--- src/hdl/gamma_curve_pixel_map_macros.svh ---
// ----------------------------------------------------------------------------
// Gamma curve pixel map: assertion macros
// Shared concurrent assertion forms for a fixed-latency pipeline.
// ----------------------------------------------------------------------------
`ifndef GAMMA_CURVE_PIXEL_MAP_MACROS_SVH
`define GAMMA_CURVE_PIXEL_MAP_MACROS_SVH

// Cause must be followed by effect at exactly the delay given by dly
`define GCPM_ASSERT_DELAY(label, clk, rst_n, cause, dly, effect) \
  label: assert property (@(posedge clk) disable iff (!rst_n) \
    (cause) |-> ##dly (effect)) \
    else $error("gcpm: expected response missing after fixed latency");

// Effect may only appear when cause was seen exactly the delay given by dly before
`define GCPM_ASSERT_PAST(label, clk, rst_n, effect, cause, dly) \
  label: assert property (@(posedge clk) disable iff (!rst_n) \
    (effect) |-> $past(cause, dly)) \
    else $error("gcpm: response without matching earlier cause");

`endif

--- src/hdl/gcpm_pkg.sv ---
// ----------------------------------------------------------------------------
// Gamma curve pixel map: package
// Widths, constants, the control word that rides the pipeline, and the
// table of powers of 255 used as divisors.
// ----------------------------------------------------------------------------
package gcpm_pkg;

  localparam int unsigned LEVEL_W   = 8;
  localparam int unsigned GAMMA_W   = 9;
  localparam int unsigned EXP_W     = 3;
  localparam int unsigned FRAC_W    = 7;
  localparam int unsigned POW_W     = 48;  // holds 254^6
  localparam int unsigned DIV_W     = 40;  // holds 255^5
  localparam int unsigned BLEND_W   = 15;  // holds 255*100
  localparam int unsigned SCALED_W  = 28;  // BLEND_W + reciprocal width

  // Integer part of gamma tops out at five for a 9-bit register
  localparam int unsigned EXP_MAX   = 5;
  localparam int unsigned QUO_BITS  = LEVEL_W;

  localparam logic [GAMMA_W-1:0] GAMMA_SCALE = 9'd100;
  localparam logic [FRAC_W-1:0]  FRAC_SCALE  = 7'd100;
  localparam logic [LEVEL_W-1:0] LEVEL_MAX   = 8'd255;

  // floor(v/100) == (v*5243) >> 19 for v below 25600
  localparam logic [12:0]        RECIP_100   = 13'd5243;
  localparam int unsigned        RECIP_SHIFT = 19;

  // Accept edge to the edge that takes the result
  localparam int unsigned LATENCY = 18;

  typedef logic [LEVEL_W-1:0] level_t;
  typedef logic [EXP_W-1:0]   exp_t;
  typedef logic [FRAC_W-1:0]  frac_t;
  typedef logic [POW_W-1:0]   pow_t;
  typedef logic [DIV_W-1:0]   div_t;

  typedef struct packed {
    logic  zero;      // input level was zero
    logic  exp_zero;  // integer part of gamma is zero
    frac_t frac;      // fractional part in hundredths
  } ctl_t;

  // 255^k for k = 0..5
  function automatic div_t pow255(input exp_t k);
    div_t r;
    unique case (k)
      3'd0:    r = 40'd1;
      3'd1:    r = 40'd255;
      3'd2:    r = 40'd65025;
      3'd3:    r = 40'd16581375;
      3'd4:    r = 40'd4228250625;
      3'd5:    r = 40'd1078203909375;
      default: r = 40'd1;
    endcase
    return r;
  endfunction

endpackage

--- src/hdl/gcpm_power.sv ---
// ----------------------------------------------------------------------------
// Gamma curve pixel map: power chain
// Multiplies the level into a running power once per stage and captures
// x^n and x^(n+1) as they pass.
// ----------------------------------------------------------------------------
module gcpm_power
  import gcpm_pkg::*;
(
  input  logic   clk_i,
  input  logic   rst_ni,
  input  logic   valid_i,
  input  level_t level_i,
  input  exp_t   exp_i,
  input  ctl_t   ctl_i,
  output logic   valid_o,
  output pow_t   pow_n_o,
  output pow_t   pow_n1_o,
  output exp_t   exp_o,
  output ctl_t   ctl_o
);

  localparam int unsigned STAGES = EXP_MAX;

  logic   valid_q [0:STAGES];
  pow_t   pow_q   [0:STAGES];
  pow_t   pn_q    [0:STAGES];
  pow_t   pn1_q   [0:STAGES];
  level_t x_q     [0:STAGES];
  exp_t   exp_q   [0:STAGES];
  ctl_t   ctl_q   [0:STAGES];

  // Load stage zero with x^1
  always_ff @(posedge clk_i or negedge rst_ni) begin
    if (!rst_ni) begin
      valid_q[0] <= 1'b0;
    end else begin
      valid_q[0] <= valid_i;
    end
  end

  always_ff @(posedge clk_i) begin
    pow_q[0] <= pow_t'(level_i);
    pn_q[0]  <= (exp_i == 3'd1) ? pow_t'(level_i) : '0;
    pn1_q[0] <= (exp_i == 3'd0) ? pow_t'(level_i) : '0;
    x_q[0]   <= level_i;
    exp_q[0] <= exp_i;
    ctl_q[0] <= ctl_i;
  end

  // Each stage raises the power by one and picks off the wanted ones
  for (genvar s = 1; s <= STAGES; s++) begin : g_stage
    pow_t pow_d;

    assign pow_d = pow_q[s-1] * pow_t'(x_q[s-1]);

    always_ff @(posedge clk_i or negedge rst_ni) begin
      if (!rst_ni) begin
        valid_q[s] <= 1'b0;
      end else begin
        valid_q[s] <= valid_q[s-1];
      end
    end

    always_ff @(posedge clk_i) begin
      pow_q[s] <= pow_d;
      pn_q[s]  <= (exp_q[s-1] == EXP_W'(s + 1)) ? pow_d : pn_q[s-1];
      pn1_q[s] <= (exp_q[s-1] == EXP_W'(s))     ? pow_d : pn1_q[s-1];
      x_q[s]   <= x_q[s-1];
      exp_q[s] <= exp_q[s-1];
      ctl_q[s] <= ctl_q[s-1];
    end
  end

  assign valid_o  = valid_q[STAGES];
  assign pow_n_o  = pn_q[STAGES];
  assign pow_n1_o = pn1_q[STAGES];
  assign exp_o    = exp_q[STAGES];
  assign ctl_o    = ctl_q[STAGES];

endmodule

--- config.mk ---
export PLATFORM = sky130hd
export DESIGN_NAME = gcpm_power
export DESIGN_NICKNAME = d
export VERILOG_FILES = /design/src/hdl/gamma_curve_pixel_map_macros.svh /design/src/hdl/gcpm_pkg.sv /design/src/hdl/gcpm_power.sv
export SDC_FILE = /design/constraint.sdc
export NUM_CORES = 2
export LEC_CHECK = 0
export BUFFER_PORTS_ARGS = -buffer_cell sky130_fd_sc_hd__buf_2
export CAP_MARGIN = 20
export CORE_ASPECT_RATIO = 1.1
export CORE_UTILIZATION = 60
export CTS_CLUSTER_DIAMETER = 100
export DETAILED_ROUTE_END_ITERATION = 6
export PLACE_DENSITY = 0.87
export SLEW_MARGIN = 20
export SYNTH_ARGS = -nofsm -noshare
export SYNTH_HDL_FRONTEND = slang
export SYNTH_SLANG_ARGS = --single-unit
--- constraint.sdc ---
create_clock -name clk_i -period 6.1 [get_ports clk_i]
set_input_delay 0 -clock clk_i [delete_from_list [all_inputs] [get_ports clk_i]]
set_output_delay 0 -clock clk_i [all_outputs]
set_load 0.02 [all_outputs]
# --- Word level (Yosys, flattened, before mapping) ---
# Memory sizes are Yosys's and may differ from the RTL's.
# Cells that the tools add are included.
word_totals:
  output_inout_bits: 109
  reg_bits: 6
  inputBits: 23
  mem_bits_rw: 984
  word_cells: 41
  mem_count: 6
mem_list:
  columns: ["memory", "words", "width", "read_ports", "rd_clocked_by_memory_dff", "write_ports", "line", "text"]
  rows:
  - ["pn1_q", 6, 48, 6, 0, 6, "gcpm_power.sv:27", "pow_t pn1_q [0:STAGES];"]
  - ["pn_q", 6, 48, 6, 0, 6, "gcpm_power.sv:26", "pow_t pn_q [0:STAGES];"]
  - ["pow_q", 6, 48, 5, 0, 6, "gcpm_power.sv:25", "pow_t pow_q [0:STAGES];"]
  - ["ctl_q", 6, 9, 6, 0, 6, "gcpm_power.sv:30", "ctl_t ctl_q [0:STAGES];"]
  - ["x_q", 6, 8, 5, 0, 6, "gcpm_power.sv:28", "level_t x_q [0:STAGES];"]
  - ["exp_q", 6, 3, 6, 0, 6, "gcpm_power.sv:29", "exp_t exp_q [0:STAGES];"]
classes:
  multipliers: 5
  n_mux: 12
  reduce_logical: 1
  eq_ne: 11
op_table:
  columns: ["op", "n"]
  rows:
  - ["$mux W48", 10]
  - ["$mul A48 B8 Y48", 5]
  - ["$mux W8", 2]
  - ["$eq A3 B3 Y1 const B", 5]
  - ["$eq A3 B2 Y1 const B", 4]
  - ["$eq A3 B1 Y1 const B", 2]
  - ["$logic_not A3 Y1", 1]

# --- Longest topological paths before layout ---
logic_depth:
  depth_word: 2
  ltp_mapped: 21
  ltp_nobuf: 18

# --- Worst setup path before layout ---
# No wires, ideal clock.
synth_timing:
  path_kind: "reg2reg"
  from: "memory x_q[4][2] in the netlist's numbering"
  to: "memory pn1_q[5][42] in the netlist's numbering"
  path_stages_with_launch: 21
  path_buffers: 3
  t_required_ns: 6.038
  setup_ns: 0.062
  arrival_ns: 5.034
  setup_slack_ns: 1.004
  period_less_slack_ns: 5.096
  cell_sequence: "dfxtp_1 > clkbuf_1 > clkbuf_1 > nand2_1 > fa_1 > fa_1 > inv_1 > fa_1 > inv_1 > fa_1 > inv_1 > ha_1 > o211ai_1 > o211a_1 > nor3_2 > o21ai_1 > a21o_1 > a41o_1 > buf_6 > or4_1 > nand3_1"
synth_lines:
  columns: ["item", "line"]
  rows:
  - ["start, declared", "gcpm_power.sv:28"]
  - ["end, declared", "gcpm_power.sv:27"]

==> key figures <==
Clock tree
  – Clk root buf: clkbuf_16
  – Clk_lat worst skew: 0.67 ns
  – TritonCTS clock tree: done
  – Post-CTS setup buffers: 0
  – Clk slew on worst S/H paths: 0.06 ns
  – CTS Buffer Depth: 3
  – Num CTS Buffers: 66
  – H-Tree Depth: 3
  – Sink Count: about 610

Critical path
  – CP Cell Sequence: and2_1 -> fa_1 -> fa_1 -> fa_1 -> fa_1 -> ha_1 -> a21o_1 -> a21o_1 -> a31o_2 -> a221oi_2 -> a211oi_1 -> buf_4 -> or2_1 -> o31ai_1 -> nor3_1
  – WP data required: 6.57 ns
  – Cell family with most CP delay: adder cells
  – Setup CP Type: reg -> reg
  – Crit-path most repeated cell: fa_1
  – WP buf/inv: 1
  – Slowest CP cell: dfxtp_1
  – CP Max Fanout: 16
  – Endpoint class of the critical path: register
  – Arrival time at the worst endpoint: approximately 6.3 ns
  – Slowest Stage Delay on Critical Path: 0.83 ns
  – Startpoint Class: register

Route
  – DRT iter0 DRCs: about 3k
  – DR vias/cell: 5.753
  – DRT Pass-1 Iters: 7
  – Detail Route Antenna Nets: 0
  – Remaining DRCs: 22
  – Via count: between 30k and 40k
  – Wirelength per Cell: 18.77 um
  – Final wirelength: 121700 um

Synthesis
  – Top_reg_cell synth: dfxtp_1
  – Synth Warn #: 0
  – Post-Syn Instances: ~5.3k
  – Top cells by area, synth: fa_1 (29%), dfxtp_1 (25%), and2_1 (8.8%), ha_1 (6.7%), nand2_1 (5.9%)
  – Yosys cell types: 86
  – Post-synthesis register bit count: 609
  – Commonest cells post-synth: nand2_1 (772), inv_1 (741), fa_1 (720)
  – Syn Std Cell Area: 48880 sq um
  – Synth area leader: fa_1
  – EDFF count, synth: 0
  – Syn_area_per_cell: slightly above 9 sq um
  – Most common cell in the netlist: nand2_1
  – Register area share after synthesis: 25.00%
  – Share of flip-flops with an asynchronous set or reset: less than 1%
  – Syn_nets: 6296
  – Top cell type's share of synthesized area: 29.49%

Placed design
  – Global placement routability congestion: 0.9598
  – Port Buf Inserts: 131
  – Detail Placement HPWL: 92470 um

Floorplan
  – Die width: between 200 and 300 um
  – Die H: 301.4 um
  – Die Area: 82610 sq um
  – Io pins: 132
  – Num rows: 109
  – Initial Utilization: 60.75%
  – Core Box Area: 80460 sq um

STA
  – Final period utilization: 95.68%
  – Worst-margin pin slew: 1.050 ns
  – Worst relative slew slack: approximately 30%
  – RSZ-0062 raised after global routing: false
  – Final min period: ~5.8 ns
  – Peak Freq: 171.3 MHz
  – Slew Limit Fails: 0
  – Hold Fails Final Rpt: 0
  – Setup-failing EPs final: 0
  – Fin Clk Skew: 0.05593 ns
  – Setup TNS: 0 ns

Global route
  – Initial antenna violation count: 2
  – Number of global-route vias before repair: approximately 39k
  – First-pass GRT wire length: 198900 um
  – Grt ovf: 0
  – Largest net degree at the start of global routing: 96
  – Total global-route track usage: a little under a third

Outcome
  – Failing checks: DRC
  – Status: complete, but fails checks

Job
  – Maxcap violations: 0

Cells and area
  – Multi-input logic area: 33090 sq um
  – Final Net Count: 6384
  – Register Area: 12230 sq um
  – Area delta synth->final: 8.841%
  – Fillers: 5847
  – Layout cell share with drive strength beyond 1: about 6.7%

Min path
  – Worst Hold Class: in -> reg
[layout by cell type, fill, tap and decap left out, drive strengths merged, types with 68 or more instances in the layout]
cell,Yosys,routed
a21o,80,80
a21oi,140,140
and2,688,688
buf,12,189
clkbuf,193,81
dfxtp,603,603
fa,720,720
ha,263,263
inv,741,752
nand2,772,772
nor2,138,138
o21ai,269,269
xnor2,68,68
[cell families (layout without fill, tap and decap cells)]
group	after synthesis	after routing	synth area share, %
buffers and inverters	946	1084	7.316
muxes	28	28	0.6246
DFF	609	609	25.00
AOI/OAI and AO/OA	712	712	9.212
xor gates and xnor gates	120	120	2.150
adders and majority gates	983	983	36.22
other	0	1	0
and+or+nand+nor	1892	1892	19.47
[sequential cells by signal, indices dropped and copies added, names as in the netlist]
register	count
pn1_q	184
pn_q	184
pow_q	131
ctl_q	54
x_q	32
exp_q	18
valid_q	5
valid_o	1
[through the flow]
step | worst slack, ns | hold WS (ns) | area, sq um | std cells | util [%]
floorplan | 1.004 | -0.2956 | 48880 | 5290 | -
global placement | 0.4629 | -0.1780 | 50520 | 6328 | 62.79
detailed placement | 0.2524 | -0.1702 | 50520 | 6328 | 62.79
CTS | 0.2022 | 0.0009383 | 53190 | 6482 | 66.11
global route | 0.02322 | 0.02447 | 53200 | 6483 | 66.12
finish | 0.2634 | 0.01939 | 53200 | 6483 | 66.12
[worst paths after layout]
check	to	cells after the start	start	slack, ns
setup / recovery	pn_q[4][40]	15	x_q[3][5]	0.26
hold / removal	exp_q[0][2]	2	exp_i[2]	0.02
setup reg to reg	pn_q[4][40]	15	x_q[3][5]	0.26
min in group asynchronous	valid_q[5]	3	rst_ni	0.30
max in group asynchronous	valid_o	3	rst_ni	5.55
hold reg to reg	ctl_q[5][8]	0	ctl_q[4][8]	0.32
[timing repair]
action	4_1_cts	5_1_grt
gates resized for setup	0	4
endpoints found under the hold margin	43	0
hold buffers	36	0
endpoints found under the setup margin	0	18
[layer usage]
layer / global-route usage [%] / share of wire, %
met1: 37.17 / 38
met4: 14.58 / 4.9
met3: 6.633 / 9.5
met2: 50.68 / 48
met5: 0 / 0
[final cells by class]
type	count	area share [%]
Tap cell	1054	2.479
Clock buffer	81	3.342
Multi-Input combinational cell	3735	62.20
Clock inverter	37	0.9972
Inverter	741	5.228
Timing Repair Buffer	225	2.775
Sequential cell	609	22.98
Antenna cell	1	0.004704
Power is not shown: default switching activity piles up to over one toggle a cycle in this logic, so the estimate is an artifact.
