--- src/hdl/gamma_curve_pixel_map_macros.svh ---
// ----------------------------------------------------------------------------
// Gamma curve pixel map: assertion macros
// Shared concurrent assertion forms for a fixed-latency pipeline.
// ----------------------------------------------------------------------------
`ifndef GAMMA_CURVE_PIXEL_MAP_MACROS_SVH
`define GAMMA_CURVE_PIXEL_MAP_MACROS_SVH

// Cause must be followed by effect at exactly the delay given by dly
`define GCPM_ASSERT_DELAY(label, clk, rst_n, cause, dly, effect) \
  label: assert property (@(posedge clk) disable iff (!rst_n) \
    (cause) |-> ##dly (effect)) \
    else $error("gcpm: expected response missing after fixed latency");

// Effect may only appear when cause was seen exactly the delay given by dly before
`define GCPM_ASSERT_PAST(label, clk, rst_n, effect, cause, dly) \
  label: assert property (@(posedge clk) disable iff (!rst_n) \
    (effect) |-> $past(cause, dly)) \
    else $error("gcpm: response without matching earlier cause");

`endif

--- src/hdl/gcpm_pkg.sv ---
// ----------------------------------------------------------------------------
// Gamma curve pixel map: package
// Widths, constants, the control word that rides the pipeline, and the
// table of powers of 255 used as divisors.
// ----------------------------------------------------------------------------
package gcpm_pkg;

  localparam int unsigned LEVEL_W   = 8;
  localparam int unsigned GAMMA_W   = 9;
  localparam int unsigned EXP_W     = 3;
  localparam int unsigned FRAC_W    = 7;
  localparam int unsigned POW_W     = 48;  // holds 254^6
  localparam int unsigned DIV_W     = 40;  // holds 255^5
  localparam int unsigned BLEND_W   = 15;  // holds 255*100
  localparam int unsigned SCALED_W  = 28;  // BLEND_W + reciprocal width

  // Integer part of gamma tops out at five for a 9-bit register
  localparam int unsigned EXP_MAX   = 5;
  localparam int unsigned QUO_BITS  = LEVEL_W;

  localparam logic [GAMMA_W-1:0] GAMMA_SCALE = 9'd100;
  localparam logic [FRAC_W-1:0]  FRAC_SCALE  = 7'd100;
  localparam logic [LEVEL_W-1:0] LEVEL_MAX   = 8'd255;

  // floor(v/100) == (v*5243) >> 19 for v below 25600
  localparam logic [12:0]        RECIP_100   = 13'd5243;
  localparam int unsigned        RECIP_SHIFT = 19;

  // Accept edge to the edge that takes the result
  localparam int unsigned LATENCY = 18;

  typedef logic [LEVEL_W-1:0] level_t;
  typedef logic [EXP_W-1:0]   exp_t;
  typedef logic [FRAC_W-1:0]  frac_t;
  typedef logic [POW_W-1:0]   pow_t;
  typedef logic [DIV_W-1:0]   div_t;

  typedef struct packed {
    logic  zero;      // input level was zero
    logic  exp_zero;  // integer part of gamma is zero
    frac_t frac;      // fractional part in hundredths
  } ctl_t;

  // 255^k for k = 0..5
  function automatic div_t pow255(input exp_t k);
    div_t r;
    unique case (k)
      3'd0:    r = 40'd1;
      3'd1:    r = 40'd255;
      3'd2:    r = 40'd65025;
      3'd3:    r = 40'd16581375;
      3'd4:    r = 40'd4228250625;
      3'd5:    r = 40'd1078203909375;
      default: r = 40'd1;
    endcase
    return r;
  endfunction

endpackage

--- src/hdl/gcpm_divide.sv ---
// ----------------------------------------------------------------------------
// Gamma curve pixel map: divider
// Two restoring dividers side by side, one quotient bit per stage, that
// divide x^n by 255^(n-1) and x^(n+1) by 255^n. Both quotients fit 8 bits.
// ----------------------------------------------------------------------------
module gcpm_divide
  import gcpm_pkg::*;
(
  input  logic   clk_i,
  input  logic   rst_ni,
  input  logic   valid_i,
  input  pow_t   pow_n_i,
  input  pow_t   pow_n1_i,
  input  exp_t   exp_i,
  input  ctl_t   ctl_i,
  output logic   valid_o,
  output level_t y_n_o,
  output level_t y_n1_o,
  output ctl_t   ctl_o
);

  localparam int unsigned STAGES = QUO_BITS;

  logic   valid_q [0:STAGES];
  pow_t   rem_a_q [0:STAGES];
  pow_t   rem_b_q [0:STAGES];
  level_t quo_a_q [0:STAGES];
  level_t quo_b_q [0:STAGES];
  exp_t   exp_a_q [0:STAGES];
  exp_t   exp_b_q [0:STAGES];
  ctl_t   ctl_q   [0:STAGES];

  // Register the dividends and the divisor exponents
  always_ff @(posedge clk_i or negedge rst_ni) begin
    if (!rst_ni) begin
      valid_q[0] <= 1'b0;
    end else begin
      valid_q[0] <= valid_i;
    end
  end

  always_ff @(posedge clk_i) begin
    rem_a_q[0] <= pow_n_i;
    rem_b_q[0] <= pow_n1_i;
    quo_a_q[0] <= '0;
    quo_b_q[0] <= '0;
    exp_a_q[0] <= (exp_i == '0) ? '0 : exp_i - 3'd1;
    exp_b_q[0] <= exp_i;
    ctl_q[0]   <= ctl_i;
  end

  // Try the shifted divisor, subtract on success, shift the bit in
  for (genvar j = 0; j < STAGES; j++) begin : g_stage
    localparam int unsigned SH = STAGES - 1 - j;
    pow_t shf_a;
    pow_t shf_b;
    logic ge_a;
    logic ge_b;

    assign shf_a = pow_t'(pow255(exp_a_q[j])) << SH;
    assign shf_b = pow_t'(pow255(exp_b_q[j])) << SH;
    assign ge_a  = (rem_a_q[j] >= shf_a);
    assign ge_b  = (rem_b_q[j] >= shf_b);

    always_ff @(posedge clk_i or negedge rst_ni) begin
      if (!rst_ni) begin
        valid_q[j+1] <= 1'b0;
      end else begin
        valid_q[j+1] <= valid_q[j];
      end
    end

    always_ff @(posedge clk_i) begin
      rem_a_q[j+1] <= ge_a ? rem_a_q[j] - shf_a : rem_a_q[j];
      rem_b_q[j+1] <= ge_b ? rem_b_q[j] - shf_b : rem_b_q[j];
      quo_a_q[j+1] <= {quo_a_q[j][LEVEL_W-2:0], ge_a};
      quo_b_q[j+1] <= {quo_b_q[j][LEVEL_W-2:0], ge_b};
      exp_a_q[j+1] <= exp_a_q[j];
      exp_b_q[j+1] <= exp_b_q[j];
      ctl_q[j+1]   <= ctl_q[j];
    end
  end

  assign valid_o = valid_q[STAGES];
  assign y_n_o   = quo_a_q[STAGES];
  assign y_n1_o  = quo_b_q[STAGES];
  assign ctl_o   = ctl_q[STAGES];

endmodule

--- config.mk ---
export PLATFORM = sky130hd
export DESIGN_NAME = gcpm_divide
export DESIGN_NICKNAME = d
export VERILOG_FILES = /design/src/hdl/gamma_curve_pixel_map_macros.svh /design/src/hdl/gcpm_pkg.sv /design/src/hdl/gcpm_divide.sv
export SDC_FILE = /design/constraint.sdc
export NUM_CORES = 2
export LEC_CHECK = 0
export BUFFER_PORTS_ARGS = -buffer_cell sky130_fd_sc_hd__buf_2
export CAP_MARGIN = 25
export CORE_UTILIZATION = 57
export DETAILED_ROUTE_END_ITERATION = 16
export PLACE_DENSITY_LB_ADDON = 0.15
export SLEW_MARGIN = 20
export SYNTH_ARGS = -nofsm -noshare
export SYNTH_HDL_FRONTEND = slang
export SYNTH_SLANG_ARGS = --single-unit
--- constraint.sdc ---
create_clock -name clk_i -period 3.98 [get_ports clk_i]
set_input_delay 0.597 -clock clk_i [delete_from_list [all_inputs] [get_ports clk_i]]
set_output_delay 0.597 -clock clk_i [all_outputs]
set_load 0.01 [all_outputs]
Word-level counts from Yosys, hierarchy flattened --
Memory sizes are Yosys's and may differ from the RTL's. Cells that the tools add are included. Widths: inputs -> output; s select.
Operators by class: add/sub/neg operators 17, reduce and logical (&&, ||, !) cells 1, mux-type cells 33, order comparisons 16, eq/ne operators 80
Operator list (count):
- $pmux 40 s5 | 16
- $mux 48 | 16
- $eq 3x2->1 const B | 32
- $eq 3x3->1 const B | 32
- $ge 48x40->1 | 2
- $ge 48x41->1 | 2
- $ge 48x42->1 | 2
- $ge 48x43->1 | 2
- $ge 48x44->1 | 2
- $ge 48x45->1 | 2
- $ge 48x46->1 | 2
- $ge 48x47->1 | 2
- $sub 48x40->48 | 2
- $sub 48x41->48 | 2
- $sub 48x42->48 | 2
- $sub 48x43->48 | 2
- $sub 48x44->48 | 2
- $sub 48x45->48 | 2
- $sub 48x46->48 | 2
- $sub 48x47->48 | 2
- $eq 3x1->1 const B | 16
- $logic_not 3->1 | 1
- $mux 3 | 1
- $sub 3x1->3 const B | 1
Word-level totals: RAM bits 1143, word-level logic and storage cells 163, register bits 9, memories 7, input bits 111, output and inout bits 26
Memory list:
- rem_a_q | words 9, bits a word 48, rd ports 8, clocked after Yosys merged registers in 0, write ports 9, RTL line gcpm_divide.sv:25 | pow_t rem_a_q [0:STAGES];
- rem_b_q | words 9, bits a word 48, rd ports 8, clocked after Yosys merged registers in 0, write ports 9, RTL line gcpm_divide.sv:26 | pow_t rem_b_q [0:STAGES];
- ctl_q | words 9, bits a word 9, rd ports 9, clocked after Yosys merged registers in 0, write ports 9, RTL line gcpm_divide.sv:31 | ctl_t ctl_q [0:STAGES];
- quo_a_q | words 9, bits a word 8, rd ports 9, clocked after Yosys merged registers in 0, write ports 9, RTL line gcpm_divide.sv:27 | level_t quo_a_q [0:STAGES];
- quo_b_q | words 9, bits a word 8, rd ports 9, clocked after Yosys merged registers in 0, write ports 9, RTL line gcpm_divide.sv:28 | level_t quo_b_q [0:STAGES];
- exp_a_q | words 9, bits a word 3, rd ports 8, clocked after Yosys merged registers in 0, write ports 9, RTL line gcpm_divide.sv:29 | exp_t exp_a_q [0:STAGES];
- +1 memories

Depth between registers and ports, before layout --
An unclocked memory read counts as a cell.
depth after elaboration 5, depth in mapped cells 17, depth with buffers taken out 16

Worst setup path before layout --
OpenSTA, ideal clock, no wires.
kind register to register, start point mem exp_a_q[0][2] (netlist name), end point mem rem_a_q[0][91] (netlist name), data arrival time 3.584 ns, library setup time 0.088 ns, path buffers 2, path slack 0.308 ns, required time 3.892 ns, stages on the path, launching flop included 16, period minus slack after synthesis 3.672 ns, path through dfxtp_1 -> nor2b_1 -> nand2_1 -> and2_1 -> ha_1 -> a21oi_1 -> o311ai_1 -> a311oi_2 -> nor4b_4 -> a2111oi_4 -> o31ai_4 -> a221oi_4 -> o21ai_4 -> buf_6 -> buf_6 -> o32ai_2
RTL lines (RTL line):
- from (decl) | gcpm_divide.sv:29
- to (decl) | gcpm_divide.sv:25

==> impl_metrics.py <==
metrics = {
    "run_status": {
        "status": "completed",
    },
    "timing": {
        "max_freq_mhz": 261,
        "clock_skew_ns": 0.0183,
        "hold_violations": 0,
        "fin_crit_sh_pct": 96.1,
        "drv_slew": 0,
        "rsz0062_at_grt": "true",
        "setup_viol": 0,
        "hold_slack_ns": 0.0545,
        "fin_ws_ns": 0.154,
        "worst_pin_slew_ns": 0.680,
        "relSlewSlack_pct": 54.7,
        "fin_crit_ns": 3.83,
    },
    "global_route": {
        "grt_max_degree": 63,
        "antenna_found_initial": 0,
        "grt_pass1_vias": 45979,
        "grt_first_pass_wirelength_mm": 224,
        "grt_remaining_overflow": 0,
        "track_usage_pct": 25.4,
    },
    "synthesis": {
        "ys_warn_count": 0,
        "synth_nets": 7689,
        "synthAdderAreaFrac_pct": 12.9,
        "yosys_most_used_dff": "dfxtp_1",
        "ys_types": 107,
        "synth_compound_gate_area_share_pct": 25.0,
        "synth_xor_area_share_pct": 8.17,
        "synth_top_family_by_area": "compound AO/OA/AOI/OAI gates",
        "seq_area_frac_synth_pct": 33.3,
        "synthMuxAreaShare_pct": 0.980,
        "synth_edf_count": 0,
        "ys_ff_latch": 978,
        "async_reset_ff_share_pct": 0.920,
        "syn_avg_cell_area_sq_um": 8.45,
        "synth_area_sq_um": 59000,
        "synth_cells": 6978,
        "synth_simple_gate_area_share_pct": 16.4,
    },
    "routing": {
        "antenna_left": 0,
        "drc_errors": 0,
        "dr_total_vias": 50007,
        "viasPerCell": 5.71,
        "drt-pass1-iter-count": 5,
        "drtIter0Drc": 3775,
        "route.detailed.wl_per_inst_um": 15.8,
        "routed_wirelength_mm": 138,
    },
    "power": {
        "vdd_drop_max_v": 0.000463,
        "powerDensity_nw_per_um2": 882,
        "p_leak_nw": 28.7,
        "p_total_mw": 59.3,
    },
    "critical_path": {
        "r2r_end": "rem_a_q[0][379]$_DFF_P_",
        "startpoint_type": "register",
        "rr_startpoint": "exp_a_q[0][19]$_DFF_P_",
        "path_class": "reg -> reg",
        "crit_path_start": "exp_a_q[0][19]$_DFF_P_",
        "r2r_cells": 16,
        "worst_ep_required_time_ns": 4.58,
        "crit_path_max_fanout": 6,
        "r2r_setup_slack_ns": 0.15,
        "crit_path_end_kind": "register",
        "arrival_ns": 4.42,
    },
    "cts": {
        "clk_latency_ns": 0.68,
        "cts_buffers": 100,
        "root_buffer": "clkbuf_16",
        "clock_sinks": 978,
        "cts_tree": "built",
        "htreeDepth": 3,
        "clkTransAtPathRegs_ns": 0.06,
        "clockBufferDepth": 3,
    },
    "layout": {
        "syn_to_final_growth_pct": 14.1,
        "final_util_pct": 65.8,
        "ff_latch_area_sq_um": 19600,
        "multi_input_area_sq_um": 37800,
        "fin_nets": 8023,
        "drive_gt1_share_pct": 10.5,
        "antenna_cells": 0,
        "fill_cells": 8763,
    },
    "die": {
        "die-area_sq_um": 105000,
        "die_h_um": 324,
        "die_w_um": 324,
        "coreArea_sq_um": 102000,
        "num_io_pins": 137,
        "start_util_pct": 57.7,
        "rows": 117,
    },
    "placement": {
        "gp_congestion": 0.946,
        "dp_hpwl_mm": 106,
        "pre_cts_slack_ns": -0.195,
        "numPortBuffers": 136,
    },
    "hold_path": {
        "min-delay-start": "pow_n_i[20]",
        "hold_depth": 1,
        "whs_endpoint": "rem_a_q[0][20]$_DFF_P_",
        "min_path_type": "in -> reg",
    },
    "job": {
        "maxCapViolCount": 0,
    },
}
-- area by class of cell --
cell class | instances | share of cell area [%]
multi-input cells | 5540 | 56.2
flip-flops and latches | 978 | 29.2
inverters | 194 | 1.09
repair buffers | 498 | 5.78
clock buffers | 135 | 4.26
clock inverters | 52 | 0.993
well taps | 1368 | 2.54
-- metal layers --
| metal | share of wire, % | global-route usage, % | vias to the layer above | routed length, um |
|---|---|---|---|---|
| met3 | 5.1 | 2.70 | 208 | 6990 |
| met2 | 43 | 39.7 | 1392 | 59600 |
| met4 | 2.3 | 7.42 | 0 | 3240 |
| met5 | 0 | 0 | - | 0 |
| li1 | - | - | 25880 | - |
| met1 | 49 | 36.6 | 22527 | 68400 |
-- state kept, by name, summed over array words and instances, names as in the netlist --
signal / cells
rem_b_q: 384
exp_a_q: 24
quo_b_q: 36
rem_a_q: 384
quo_a_q: 36
ctl_q: 81
valid_q: 8
valid_o: 1
exp_b_q: 24
-- through the flow --
step                      setup TNS [ns]  area [sq um]  instances
final                                  0         67300       8765
after global routing             -0.0778         67300       8765
after CTS                              0         66800       8754
after detailed placement           -1.41         62200       8462
after global placement           -0.0786         62200       8462
after floorplan                        0         59000       6978
-- kinds of logic after synthesis --
logic type | Yosys count
AOI/OAI and AO/OA | 2309
and+or+nand+nor | 2028
DFF | 978
adders and majority gates | 600
xor gates and xnor gates | 550
buffers and inverters | 461
muxes | 52
-- critical path, stage by stage, from the launching register on --
cell	delay (ns)
dfxtp_1	0.36
nor2b_1	0.25
inv_1	0.09
nand2_1	0.08
nand2b_1	0.07
buf_4	0.16
ha_1	0.35
a21o_1	0.20
a21o_1	0.16
a2111oi_0	0.41
o31ai_1	0.24
a311oi_1	0.48
o211ai_1	0.15
nand2_1	0.13
nor3_1	0.08
nor4_1	0.31
xor2_1	0.22
-- cell usage after synthesis (all sizes together), types with 27 or more instances --
cell | instances | area (sq um)
o211ai | 67 | 518
or3 | 27 | 169
clkbuf | 162 | 608
a211o | 45 | 394
nand2b | 111 | 694
o21a | 83 | 623
nor2b | 121 | 757
and3 | 57 | 357
o21bai | 73 | 548
nand4 | 77 | 482
o21ai | 508 | 2570
nor2 | 567 | 2130
ha | 586 | 7330
a21oi | 776 | 3960
dfxtp | 969 | 19400
xnor2 | 314 | 2750
mux2 | 46 | 518
nand2 | 635 | 2380
nand3 | 129 | 651
inv | 194 | 728
a31oi | 55 | 350
a21o | 329 | 2470
xor2 | 236 | 2070
nor3 | 88 | 440
buf | 105 | 594
o31ai | 42 | 334
a211oi | 85 | 638
nor4 | 31 | 200
and2 | 55 | 344
-- layout by cell type, fill, tap and decap left out, types with 20 or more instances in the layout --
master / n
a211o_1: 45
a211oi_1: 82
a21boi_0: 24
a21o_1: 328
a21oi_1: 752
a21oi_2: 23
a31oi_1: 51
and2_1: 54
and3_1: 57
buf_2: 136
buf_4: 240
clkbuf_16: 104
clkinv_2: 20
dfxtp_1: 968
dlygate4sd3_1: 104
ha_1: 580
inv_1: 192
mux2_2: 46
nand2_1: 628
nand2b_1: 111
nand3_1: 128
nand3b_1: 21
nand4_1: 77
nand4b_1: 26
nor2_1: 566
nor2b_1: 104
nor3_1: 85
nor4_1: 29
o211ai_1: 64
o21a_1: 83
o21ai_0: 496
o21bai_1: 70
o31ai_1: 40
or3_1: 27
xnor2_1: 314
xor2_1: 236
-- report_power, final --
group | total, mW | switching (mW) | internal, mW | leakage (nW)
Clock | 9.78 | 3.86 | 5.92 | 1.74
Sequential | 16.3 | 2.72 | 13.6 | 8.26
Combinational | 33.2 | 18.1 | 15.2 | 18.7
Total | 59.3 | 24.6 | 34.7 | 28.7
-- worst max path at each step --
stage / endpoint / slack [ns] / depth (start not counted)
floorplan: rem_a_q[0][91]$_DFF_P_ / 0.31 / 15
global placement: rem_a_q[0][56]$_DFF_P_ / -0.02 / 13
detailed placement: rem_a_q[0][56]$_DFF_P_ / -0.19 / 13
CTS: rem_b_q[0][95]$_DFF_P_ / 0.01 / 13
global route: rem_a_q[0][382]$_DFF_P_ / -0.03 / 16
finish: rem_a_q[0][379]$_DFF_P_ / 0.15 / 16
-- repair_timing --
action	4_1_cts	5_1_grt
setup endpoints to repair	18	345
resized for setup	3	80
hold endpoints to repair	112	0
setup buffers	1	8
hold buffers	104	0
pin swaps	1	12
cloned	0	3
No activity file was read; power rests on OpenSTA's default activity.
