File: src/hdl/gamma_curve_pixel_map_macros.svh
// ----------------------------------------------------------------------------
// Gamma curve pixel map: assertion macros
// Shared concurrent assertion forms for a fixed-latency pipeline.
// ----------------------------------------------------------------------------
`ifndef GAMMA_CURVE_PIXEL_MAP_MACROS_SVH
`define GAMMA_CURVE_PIXEL_MAP_MACROS_SVH

// Cause must be followed by effect at exactly the delay given by dly
`define GCPM_ASSERT_DELAY(label, clk, rst_n, cause, dly, effect) \
  label: assert property (@(posedge clk) disable iff (!rst_n) \
    (cause) |-> ##dly (effect)) \
    else $error("gcpm: expected response missing after fixed latency");

// Effect may only appear when cause was seen exactly the delay given by dly before
`define GCPM_ASSERT_PAST(label, clk, rst_n, effect, cause, dly) \
  label: assert property (@(posedge clk) disable iff (!rst_n) \
    (effect) |-> $past(cause, dly)) \
    else $error("gcpm: response without matching earlier cause");

`endif

File: src/hdl/gcpm_pkg.sv
// ----------------------------------------------------------------------------
// Gamma curve pixel map: package
// Widths, constants, the control word that rides the pipeline, and the
// table of powers of 255 used as divisors.
// ----------------------------------------------------------------------------
package gcpm_pkg;

  localparam int unsigned LEVEL_W   = 8;
  localparam int unsigned GAMMA_W   = 9;
  localparam int unsigned EXP_W     = 3;
  localparam int unsigned FRAC_W    = 7;
  localparam int unsigned POW_W     = 48;  // holds 254^6
  localparam int unsigned DIV_W     = 40;  // holds 255^5
  localparam int unsigned BLEND_W   = 15;  // holds 255*100
  localparam int unsigned SCALED_W  = 28;  // BLEND_W + reciprocal width

  // Integer part of gamma tops out at five for a 9-bit register
  localparam int unsigned EXP_MAX   = 5;
  localparam int unsigned QUO_BITS  = LEVEL_W;

  localparam logic [GAMMA_W-1:0] GAMMA_SCALE = 9'd100;
  localparam logic [FRAC_W-1:0]  FRAC_SCALE  = 7'd100;
  localparam logic [LEVEL_W-1:0] LEVEL_MAX   = 8'd255;

  // floor(v/100) == (v*5243) >> 19 for v below 25600
  localparam logic [12:0]        RECIP_100   = 13'd5243;
  localparam int unsigned        RECIP_SHIFT = 19;

  // Accept edge to the edge that takes the result
  localparam int unsigned LATENCY = 18;

  typedef logic [LEVEL_W-1:0] level_t;
  typedef logic [EXP_W-1:0]   exp_t;
  typedef logic [FRAC_W-1:0]  frac_t;
  typedef logic [POW_W-1:0]   pow_t;
  typedef logic [DIV_W-1:0]   div_t;

  typedef struct packed {
    logic  zero;      // input level was zero
    logic  exp_zero;  // integer part of gamma is zero
    frac_t frac;      // fractional part in hundredths
  } ctl_t;

  // 255^k for k = 0..5
  function automatic div_t pow255(input exp_t k);
    div_t r;
    unique case (k)
      3'd0:    r = 40'd1;
      3'd1:    r = 40'd255;
      3'd2:    r = 40'd65025;
      3'd3:    r = 40'd16581375;
      3'd4:    r = 40'd4228250625;
      3'd5:    r = 40'd1078203909375;
      default: r = 40'd1;
    endcase
    return r;
  endfunction

endpackage

File: src/hdl/gcpm_blend.sv
// ----------------------------------------------------------------------------
// Gamma curve pixel map: blend
// Weights the two curve points by the gamma fraction, divides by 100
// through a reciprocal multiply, clamps and forces zero for a zero level.
// ----------------------------------------------------------------------------
module gcpm_blend
  import gcpm_pkg::*;
(
  input  logic   clk_i,
  input  logic   rst_ni,
  input  logic   valid_i,
  input  level_t y_n_i,
  input  level_t y_n1_i,
  input  ctl_t   ctl_i,
  output logic   valid_o,
  output level_t level_o
);

  logic [BLEND_W-1:0]  sum_d;
  logic [BLEND_W-1:0]  sum_q;
  logic [SCALED_W-1:0] scaled_d;
  logic [SCALED_W-1:0] scaled_q;
  logic [SCALED_W-RECIP_SHIFT-1:0] quo;
  level_t              level_d;
  level_t              level_q;
  level_t              y_lo;
  logic                zero1_q;
  logic                zero2_q;
  logic                valid1_q;
  logic                valid2_q;
  logic                valid3_q;

  // Weighted sum of the two curve points
  assign y_lo  = ctl_i.exp_zero ? LEVEL_MAX : y_n_i;
  assign sum_d = BLEND_W'(y_lo) * BLEND_W'(FRAC_SCALE - ctl_i.frac)
               + BLEND_W'(y_n1_i) * BLEND_W'(ctl_i.frac);

  // Divide by 100 as multiply and shift
  assign scaled_d = SCALED_W'(sum_q) * SCALED_W'(RECIP_100);

  // Clamp and apply the zero-level case
  assign quo = scaled_q[SCALED_W-1:RECIP_SHIFT];
  always_comb begin
    if (zero2_q) begin
      level_d = '0;
    end else if (quo > (SCALED_W-RECIP_SHIFT)'(LEVEL_MAX)) begin
      level_d = LEVEL_MAX;
    end else begin
      level_d = quo[LEVEL_W-1:0];
    end
  end

  // Advance valid bits
  always_ff @(posedge clk_i or negedge rst_ni) begin
    if (!rst_ni) begin
      valid1_q <= 1'b0;
      valid2_q <= 1'b0;
      valid3_q <= 1'b0;
    end else begin
      valid1_q <= valid_i;
      valid2_q <= valid1_q;
      valid3_q <= valid2_q;
    end
  end

  // Data stages
  always_ff @(posedge clk_i) begin
    sum_q    <= sum_d;
    zero1_q  <= ctl_i.zero;
    scaled_q <= scaled_d;
    zero2_q  <= zero1_q;
    level_q  <= level_d;
  end

  assign valid_o = valid3_q;
  assign level_o = level_q;

endmodule

File: config.mk
export PLATFORM = sky130hd
export DESIGN_NAME = gcpm_blend
export DESIGN_NICKNAME = d
export VERILOG_FILES = /design/src/hdl/gamma_curve_pixel_map_macros.svh /design/src/hdl/gcpm_pkg.sv /design/src/hdl/gcpm_blend.sv
export SDC_FILE = /design/constraint.sdc
export NUM_CORES = 1
export LEC_CHECK = 0
export BUFFER_PORTS_ARGS = -buffer_cell sky130_fd_sc_hd__buf_2
export CORE_MARGIN = 2
export CORE_UTILIZATION = 35
export CTS_CLUSTER_SIZE = 28
export DETAILED_ROUTE_END_ITERATION = 8
export MAX_ROUTING_LAYER = met4
export RECOVER_POWER = 100
export SYNTH_ARGS = -nofsm -noshare
export SYNTH_HDL_FRONTEND = slang
export SYNTH_SLANG_ARGS = --single-unit
File: constraint.sdc
create_clock -name clk_i -period 11.4 [get_ports clk_i]
set_input_delay 1.71 -clock clk_i [delete_from_list [all_inputs] [get_ports clk_i]]
set_output_delay 1.71 -clock clk_i [all_outputs]
set_load 0.005 [all_outputs]
# == After elaboration in Yosys (flattened, before gate mapping) ==
# Cells that the tools add are included.
# totals
register_bits,56
out_inout_bits,9
word_cells,16
# classes
n_addsub,2
mul,3
magnitude_cmp,1
n_mux,2
# op_table
cell,n
$mul A15 B13 Y28 const B,1
$mux W8,2
$add A15 B15 Y15,1
$mul A8 B7 Y15,1
$mul A9 B8 Y15,1
$gt A9 B8 Y1 const B,1
$sub A7 B7 Y8 const A,1

# == Longest topological paths before layout ==
# Gate-level depths: netlist of run 1.
# depth
word_depth,3
ltp_mapped,24
mapped_depth_nobuf,24

# == Worst setup path before layout of run 1 ==
# Ideal clock, no wire load.
# synth_path
path_kind,in2reg
from,input ctl_i[2] in the netlist's numbering
to,register sum_q[13]
setup_ns,0.072
arrival_time_ns,7.076
slack_ns,4.252
stages,21
path_cell_list,clkbuf_1 -> o21ai_1 -> nand2_1 -> xor2_1 -> nor2_1 -> fa_1 -> inv_1 -> fa_1 -> inv_1 -> fa_1 -> fa_1 -> fa_1 -> fa_1 -> ha_1 -> a21oi_1 -> o21bai_1 -> a21oi_1 -> o21ai_1 -> a21o_1 -> a21oi_1 -> xnor2_1
# synth_via
elab_chain_cells,3
elab_cells_between_ends,4
classes_between,add/sub: 2; mul: 2
# synth_lines
element,line_no,rtl
"start, declared",gcpm_blend.sv:14,"input ctl_t ctl_i,"
$sub A7 B7 Y8,gcpm_blend.sv:35,assign sum_d = BLEND_W'(y_lo) * BLEND_W'(FRAC_SCALE - ctl_i.frac)
$mul A9 B8 Y15,gcpm_blend.sv:35,
$add A15 B15 Y15 *,gcpm_blend.sv:36,+ BLEND_W'(y_n1_i) * BLEND_W'(ctl_i.frac);
named net sum_d[13],gcpm_blend.sv:19,logic [BLEND_W-1:0] sum_d;
"end signal, assigned",gcpm_blend.sv:68,sum_q <= sum_d;
"end, declared",gcpm_blend.sv:20,logic [BLEND_W-1:0] sum_q;
# The timed path passes the listed nets; every way through them passes the cells marked *.
# A chain may end at the register's enable or synchronous reset.

# == Final worst setup path of run 1 ==
# layout_path
from,input ctl_i[0] in the netlist's numbering
to,register sum_q[14]
# The elaborated chain is that of the path after synthesis.

==> impl_metrics.yaml, run 1 <==
clocking:
  ctsHoldBuffers: 0
  post_cts_buffers: 0
  ctsLongestPathBuffers: 2
  cts.repair.resized: 0
  root_buffer: "clkbuf_16"
  numCtsBuffers: 5
  cts_tree: "built"
  insertion_delay_ns: 0.28
  clock_sinks: 37
  cts_max_level: 2
  clkTransAtPathRegs_ns: 0.05
placement:
  port_buffers: 36
  place_congestion: 0.8556
  hpwl_um: 14030
sta:
  tightest_slew_ns: 1.208
  drv_slew: 0
  skew_ns: 0.006191
  fmax_mhz: 123.4
  min_period_ns: 8.104
  slew_headroom_pct: 19.48
  fin_setup_tns_ns: 0
  fin_crit_sh_pct: 71.09
  rsz0062_at_grt: "no"
  hold_viol_final: 0
  finalSetupViolations: 0
setup_path:
  r2r_slack_ns: 6.14
  crit_path_start_kind: "input port"
  crit_type: "input port to flip-flop"
  cp.required_ns: 11.55
  cp.arrival_ns: 8.26
  worstReg2RegStart: "sum_q[13]"
  path_max_fanout: 15
  reg2regPathDepth: 16
  r2r_end: "scaled_q[27]"
  cp-end-kind: "flip-flop"
finish:
  final_common_cell: "inv_1"
  drive_gt1_share_pct: 5.049
  area_growth_pct: 8.010
  most-common-layout-cells: "inv_1, ha_1, fa_1, nor2_1, and2_1"
  fin_nets: 1258
  diodes: 0
  filler_cell_count: 2430
routing:
  wirelength_um: 15380
  drc: 0
  routed_via_density: 4.541
  drt_iter0_markers: 209
  wl_per_cell_um: 12.50
  firstDrtPassIters: 4
  dr_total_vias: 5585
  ant_nets: 0
min_path:
  min_to: "zero2_q"
  hold_path_depth: 0
  min_from: "zero1_q"
  min_path_type: "flip-flop to flip-flop"
global_routing:
  grt_usage_pct: 13.06
  grt_max_degree: 33
  grt_pass1_vias: 5677
  antenna_found_initial: 0
  grt_overflow: 0
  grt_pass1_wl_um: 26750
run:
  max-cap-violations: 0
die:
  row_count: 56
  io_pins: 37
  die_h_um: 159.1
  core_area_sq_mm: 0.02354
  initial_utilization_pct: 35.76
  dieArea_sq_mm: 0.02531
  die_w_um: 159.1
yosys:
  yosys.area_share.simple_pct: 9.615
  async_flop_share_pct: 8.108
  synthXorXnorAreaFrac_pct: 3.225
  synthAdderAreaFrac_pct: 61.55
  yosysSeqAreaShare_pct: 8.976
  synth_ff_type: "dfxtp_1"
  netlist_area_sq_mm: 0.008419
  synth_compound_area_share_pct: 5.395
  synth_mux_area_share_pct: 0
  postSynthCellCount: 878
  synth_cell_types: 42
  yosys_register_bits: 37
  synth-edff-count: 0
  postSynthAreaPerCell_sq_um: 9.589
  yosys_warnings: 0
  syn_nets: 1226
  synth_top_family_by_area: "adder cells"
outcome:
  outcome: "finished, final reports clean"
critical path, cell delays in order:
cell,delay (ns)
clkbuf_1,0.43
inv_1,0.20
ha_1,0.27
nor2b_1,0.17
nor2_1,0.07
xor2_1,0.55
nor2_1,0.15
fa_1,0.53
inv_1,0.05
fa_1,0.52
inv_1,0.05
fa_1,0.51
fa_1,0.44
fa_1,0.53
fa_1,0.50
ha_1,0.34
nor2b_1,0.15
o21a_1,0.19
a21oi_1,0.22
o21ai_0,0.18
o41ai_1,0.35
xnor2_1,0.12
per-layer routing:
layer / vias to the layer above / wire, um / share of wire, % / GRT usage (%)
li1: 2724 / - / - / -
met1: 2780 / 6947 / 45 / 17.48
met2: 70 / 7830 / 51 / 22.02
met5: - / 0 / 0 / -
met4: 0 / 199 / 1.3 / 2.686
met3: 11 / 402 / 2.6 / 0.8075
state kept, by name, indices dropped and copies added (netlist names):
signal and cells:
scaled_q 9, sum_q 15, valid2_q 1, zero1_q 1, zero2_q 1, valid1_q 1
level_o 8, valid_o 1
cells by family (layout without fill, tap and decap cells):
| kind of cell | after synthesis | count (layout) |
|---|---|---|
| flip-flops | 37 | 37 |
| XOR/XNOR | 31 | 31 |
| adder cells (fa/ha/maj) | 320 | 320 |
| buffers and inverters | 252 | 285 |
| AND/OR/NAND/NOR | 170 | 170 |
| AO/OA/AOI/OAI | 68 | 68 |
through the flow:
stage	instances	hold slack, ns	util [%]	setup WS, ns	area [sq um]
floorplan	878	0.3096	-	4.252	8419
global placement	1222	0.3096	38.05	3.647	8957
detailed placement	1222	0.3143	38.05	3.399	8957
CTS	1230	0.3268	38.74	3.675	9121
global route	1230	0.3358	38.63	2.920	9094
finish	1230	0.3241	38.63	3.296	9094
worst max-delay path by stage:
| stage | cells past startpoint | from | to |
|---|---|---|---|
| global placement | 23 | ctl_i[0] | sum_q[13] |
| global route | 23 | ctl_i[0] | sum_q[13] |
| detailed placement | 23 | ctl_i[0] | sum_q[13] |
| CTS | 23 | ctl_i[0] | sum_q[13] |
| floorplan | 21 | ctl_i[2] | sum_q[13] |
| finish | 22 | ctl_i[0] | sum_q[14] |
synth_stat cells, types with 3 or more instances:
cell type | instances | area share, %
o21ai_1 | 6 | 0.36
o21ai_0 | 19 | 1.1
nand2_1 | 30 | 1.3
xnor2_1 | 21 | 2.2
nand2b_1 | 3 | 0.22
and2_1 | 39 | 2.9
o21a_1 | 3 | 0.27
nor2b_1 | 9 | 0.67
nor2_1 | 65 | 2.9
ha_1 | 163 | 24
a21oi_1 | 13 | 0.77
dfxtp_1 | 34 | 8.1
xor2_1 | 10 | 1.0
nor3_1 | 10 | 0.59
inv_1 | 241 | 11
dfrtp_1 | 3 | 0.89
o21bai_1 | 3 | 0.27
fa_1 | 157 | 37
nand3_1 | 4 | 0.24
clkbuf_1 | 11 | 0.49
a21o_1 | 5 | 0.45
or2_2 | 6 | 0.45
final cells by class:
type,count,area [sq um],share of cell area [%]
clock buffer,6,128.9,1.417
clock inverter,2,35.03,0.3853
inverter,241,904.6,9.948
multi-input combinational,589,6698,73.65
sequential,37,755.7,8.310
tap,319,399.1,4.389
timing repair buffer,36,172.7,1.899
Power of run 1 is left out: the tool's default activity adds up to more than one toggle a clock period on the data nets, which glitch-free logic cannot reach.
==> inputs of run 2 (changes only) <==
==> constraint.sdc (replaced) <==
create_clock -name clk_i -period 8.1 [get_ports clk_i]
set_input_delay 1.215 -clock clk_i [delete_from_list [all_inputs] [get_ports clk_i]]
set_output_delay 1.215 -clock clk_i [all_outputs]
set_load 0.005 [all_outputs]
==> run 2 against run 1 <==
Global-route usage is 0.094 points higher. Sequential cell count stayed put. Critical path type unchanged. Critical endpoint unchanged. Cell area is 0.17% higher. Cell count stayed put. Worst setup slack worse by 2.6 ns. Clock-buffer cell count stayed put. Register-to-register slack worse by 3.3 ns. First-iteration DRC count is 4.8% higher. Non-clock buffer count stayed put.
==> impl_metrics.yaml, run 2 (synthesis gave the netlist of run 1 again) <==
routing:
  ant_nets: 0
  wl_per_cell_um: 12.49
  drc: 0
  wirelength_um: 15370
  routed_via_density: 4.530
  drt_iter0_markers: 219
  firstDrtPassIters: 4
  dr_total_vias: 5572
placement:
  place_congestion: 0.8556
  hpwl_um: 14030
  dpl_cell_area_sq_mm: 0.008957
  port_buffers: 36
setup_path:
  cp_slowest_cell: "xor2_1"
  crit_buf_inv: 4
  cp_common_cell: "fa_1"
  crit_type: "input port to flip-flop"
  cp-end-kind: "flip-flop"
  cp.required_ns: 8.25
  crit_path_start_kind: "input port"
  path_max_fanout: 15
  slowest_delay_ns: 0.55
  path_cells: "buf_2 -> inv_1 -> ha_1 -> nor2b_1 -> nor2_1 -> xor2_1 -> nor2_1 -> fa_1 -> inv_1 -> fa_1 -> inv_1 -> fa_1 -> fa_1 -> fa_1 -> fa_1 -> ha_1 -> nor2b_1 -> o21a_1 -> a21oi_1 -> o21ai_0 -> o41ai_1 -> xnor2_1"
  path_delay_family: "adder cells"
  cp.arrival_ns: 7.51
global_routing:
  grt_usage_pct: 13.15
  antenna_found_initial: 0
  grt_max_degree: 33
  grt_overflow: 0
  grt_pass1_vias: 5770
  grt_pass1_wl_um: 27050
sta:
  slew_headroom_pct: 21.84
  fmax_mhz: 135.9
  finalSetupViolations: 0
  min_period_ns: 7.357
  drv_slew: 0
  whs_ns: 0.3249
  fin_setup_tns_ns: 0
  tightest_slew_ns: 1.172
  rsz0062_at_grt: "no"
  skew_ns: 0.006329
  hold_viol_final: 0
  fin_crit_sh_pct: 90.83
clocking:
  post_cts_buffers: 0
  root_buffer: "clkbuf_16"
  cts_tree: "built"
  ctsLongestPathBuffers: 2
  insertion_delay_ns: 0.28
  ctsHoldBuffers: 0
  cts.repair.resized: 0
  clock_sinks: 37
  cts_max_level: 2
  numCtsBuffers: 5
  clkTransAtPathRegs_ns: 0.06
finish:
  diodes: 0
  most-common-layout-cells: "inv_1, ha_1, fa_1, nor2_1, and2_1"
  fin_nets: 1258
  final_area_sq_mm: 0.009109
  largest_reg_flops: 15
  area_growth_pct: 8.188
  regMostFlops: "sum_q"
  final_common_cell: "inv_1"
  filler_cell_count: 2429
  drive_gt1_share_pct: 5.379
die:
  dieArea_sq_mm: 0.02531
  initial_utilization_pct: 35.76
  core_area_sq_mm: 0.02354
  die_h_um: 159.1
  io_pins: 37
  die_w_um: 159.1
  row_count: 56
min_path:
  min_path_type: "flip-flop to flip-flop"
outcome:
  outcome: "finished, final reports clean"
run:
  max-cap-violations: 0
[run 2: changes by cell type in the layout (fill, tap and decap cells not counted), sizes merged]
cell / delta
clkinv: -1
buf: +2
clkbuf: -2
clkinvlp: +1
[run 2: cell type report]
type	instances	area [sq um]	share of cell area (%)
clock buffers	6	138.9	1.525
well taps	319	399.1	4.382
multi-input cells	589	6698	73.53
inverters	241	904.6	9.931
clock inverters	2	37.54	0.4121
flip-flops and latches	37	755.7	8.297
repair buffers	36	175.2	1.923
[run 2: worst reg2reg max path, delay by kind of cell, from the launching register on]
kind,cells,cell delay [ns]
AO/OA/AOI/OAI,5,1.46
XOR/XNOR,1,0.14
adder cells (fa/ha/maj),6,2.53
buffers and inverters,2,0.13
flip-flops,1,0.55
AND/OR/NAND/NOR,2,0.36
[run 2: metal layers]
metal  wire, um  GRT usage, %  up-vias
met5          0             -        -
met4        232         2.934        0
met3        392        0.8075       15
met2       7837         22.31       74
met1       6904         17.40     2758
li1           -             -     2725
[run 2: final timing paths]
check	from	end	slack [ns]	cells after the start
worst max-delay path	ctl_i[0]	sum_q[14]	0.74	22
worst min-delay path	zero1_q	zero2_q	0.32	0
worst max register to register	sum_q[13]	scaled_q[27]	2.85	16
worst min register to register	zero1_q	zero2_q	0.32	0
max in group asynchronous	rst_ni	valid_o	7.23	1
min in group asynchronous	rst_ni	valid1_q	0.72	1
[run 2: metrics by stage]
| stage | std cells | utilization [%] | setup slack, ns |
|---|---|---|---|
| floorplan | 878 | - | 1.447 |
| global placement | 1222 | 38.05 | 0.8416 |
| detailed placement | 1222 | 38.05 | 0.5898 |
| CTS | 1230 | 38.80 | 0.8465 |
| global route | 1230 | 38.69 | 0.3876 |
| finish | 1230 | 38.69 | 0.7430 |
Power of run 2 is left out for the same reason.
==> inputs of run 3 (changes only) <==
--- a/config.mk
+++ b/config.mk
@@ -10,8 +10,10 @@
 export CORE_UTILIZATION = 35
 export CTS_CLUSTER_SIZE = 28
 export DETAILED_ROUTE_END_ITERATION = 8
+export GPL_TIMING_DRIVEN = 0
 export MAX_ROUTING_LAYER = met4
 export RECOVER_POWER = 100
+export SLEW_MARGIN = 25
 export SYNTH_ARGS = -nofsm -noshare
 export SYNTH_HDL_FRONTEND = slang
 export SYNTH_SLANG_ARGS = --single-unit
==> run 3 against run 2 <==
Clock-buffer cell count did not move. Critical path depth grew 1. Worst setup slack improved by 0.047 ns. Register-to-register slack is essentially flat.
==> impl_metrics.yaml, run 3 (synthesis gave the netlist of run 1 again) <==
setup_path:
  r2r_end: "scaled_q[26]"
  r2r_slack_ns: 2.85
  critPathLaunch: "ctl_i[0]"
  cp-end-kind: "flip-flop"
  cp.arrival_ns: 7.51
  crit_path_start_kind: "input port"
  worstReg2RegStart: "sum_q[9]"
  cp.required_ns: 8.30
  reg2regPathDepth: 16
  crit_type: "input port to flip-flop"
  path_max_fanout: 8
routing:
  drc: 0
  wl_per_cell_um: 12.13
  drt_iter0_markers: 232
  firstDrtPassIters: 4
  ant_nets: 0
  wirelength_um: 15040
  routed_via_density: 4.476
  dr_total_vias: 5550
placement:
  place_congestion: 0.8487
  post-place-cells: 1232
  port_buffers: 35
  dpl_cell_area_sq_mm: 0.008994
  hpwl_um: 13850
global_routing:
  grt_pass1_vias: 5728
  grt_overflow: 0
  antenna_found_initial: 0
  grt_pass1_wl_um: 26520
  grt_usage_pct: 12.92
  grt_max_degree: 13
finish:
  fin_nets: 1268
  regMostFlops: "sum_q"
  most-common-layout-cells: "inv_1, ha_1, fa_1, nor2_1, and2_1"
  instances_no_fill: 1240
  final_area_sq_mm: 0.009146
  largest_reg_flops: 15
  drive_gt1_share_pct: 5.103
  filler_cell_count: 2427
  diodes: 0
  area_growth_pct: 8.634
  final_common_cell: "inv_1"
clocking:
  clock_sinks: 37
  cts.repair.resized: 0
  ctsHoldBuffers: 0
  insertion_delay_ns: 0.28
  ctsLongestPathBuffers: 2
  numCtsBuffers: 5
  post_cts_buffers: 0
  root_buffer: "clkbuf_16"
  clkTransAtPathRegs_ns: 0.05
  cts_max_level: 2
  cts_tree: "built"
sta:
  min_period_ns: 7.310
  finalSetupViolations: 0
  skew_ns: 0.005636
  whs_ns: 0.3241
  fin_setup_tns_ns: 0
  rsz0062_at_grt: "no"
  fmax_mhz: 136.8
  slew_headroom_pct: 50.83
  tightest_slew_ns: 0.7350
  drv_slew: 0
  fin_crit_sh_pct: 90.25
  hold_viol_final: 0
min_path:
  min_path_type: "flip-flop to flip-flop"
  min_from: "zero1_q"
  hold_path_depth: 0
  min_to: "zero2_q"
die:
  io_pins: 37
  initial_utilization_pct: 35.76
  dieArea_sq_mm: 0.02531
  row_count: 56
  die_h_um: 159.1
  core_area_sq_mm: 0.02354
  die_w_um: 159.1
run:
  max-cap-violations: 0
outcome:
  outcome: "finished, final reports clean"
run 3: cell types whose count changed in the layout (fill, tap and decap cells not counted):
cell      before  now
o31ai_2        1    0
clkbuf_1       4   16
a41oi_1        1    0
a41oi_2        0    1
buf_2         32   30
o31ai_1        1    2
run 3: worst max-delay path by stage:
stage	to
2_1_floorplan	sum_q[13]
3_3_place_gp	sum_q[13]
3_5_place_dp	sum_q[13]
4_1_cts	sum_q[13]
5_1_grt	sum_q[13]
6_report	sum_q[13]
run 3: area by class of cell:
class	count	area (sq um)	area share [%]
multi-input cells	589	6700	73.26
inverters	241	904.6	9.891
flip-flops and latches	37	755.7	8.263
well taps	319	399.1	4.364
repair buffers	35	168.9	1.847
clock buffers	6	138.9	1.518
plain buffers	11	41.29	0.4514
clock inverters	2	37.54	0.4104
run 3: critical path, stage by stage:
cell      delay [ns]
clkbuf_1        0.20
inv_1           0.13
ha_1            0.26
nor2b_1         0.17
nor2_1          0.07
xor2_1          0.60
nor2_1          0.15
fa_1            0.53
inv_1           0.06
fa_1            0.53
inv_1           0.05
fa_1            0.51
fa_1            0.43
fa_1            0.51
fa_1            0.49
ha_1            0.34
a21oi_1         0.23
o21bai_1        0.10
a21oi_1         0.24
o21ai_0         0.18
a21o_1          0.21
a21oi_1         0.17
xnor2_1         0.14
run 3: through the flow:
stage,worst slack [ns],util [%]
2_1_floorplan,1.447,-
3_3_place_gp,0.6350,38.20
3_5_place_dp,0.5691,38.20
4_1_cts,0.8500,38.95
5_1_grt,0.4088,38.85
6_report,0.7897,38.85
run 3: metal layers:
layer | up-vias | part of all wire [%] | GRT usage (%)
met1 | 2729 | 48 | 17.43
li1 | 2750 | - | -
met4 | 0 | 1.5 | 2.934
met2 | 57 | 49 | 21.62
met3 | 14 | 1.7 | 0.6252
met5 | - | 0 | -
Power of run 3 is left out for the same reason.
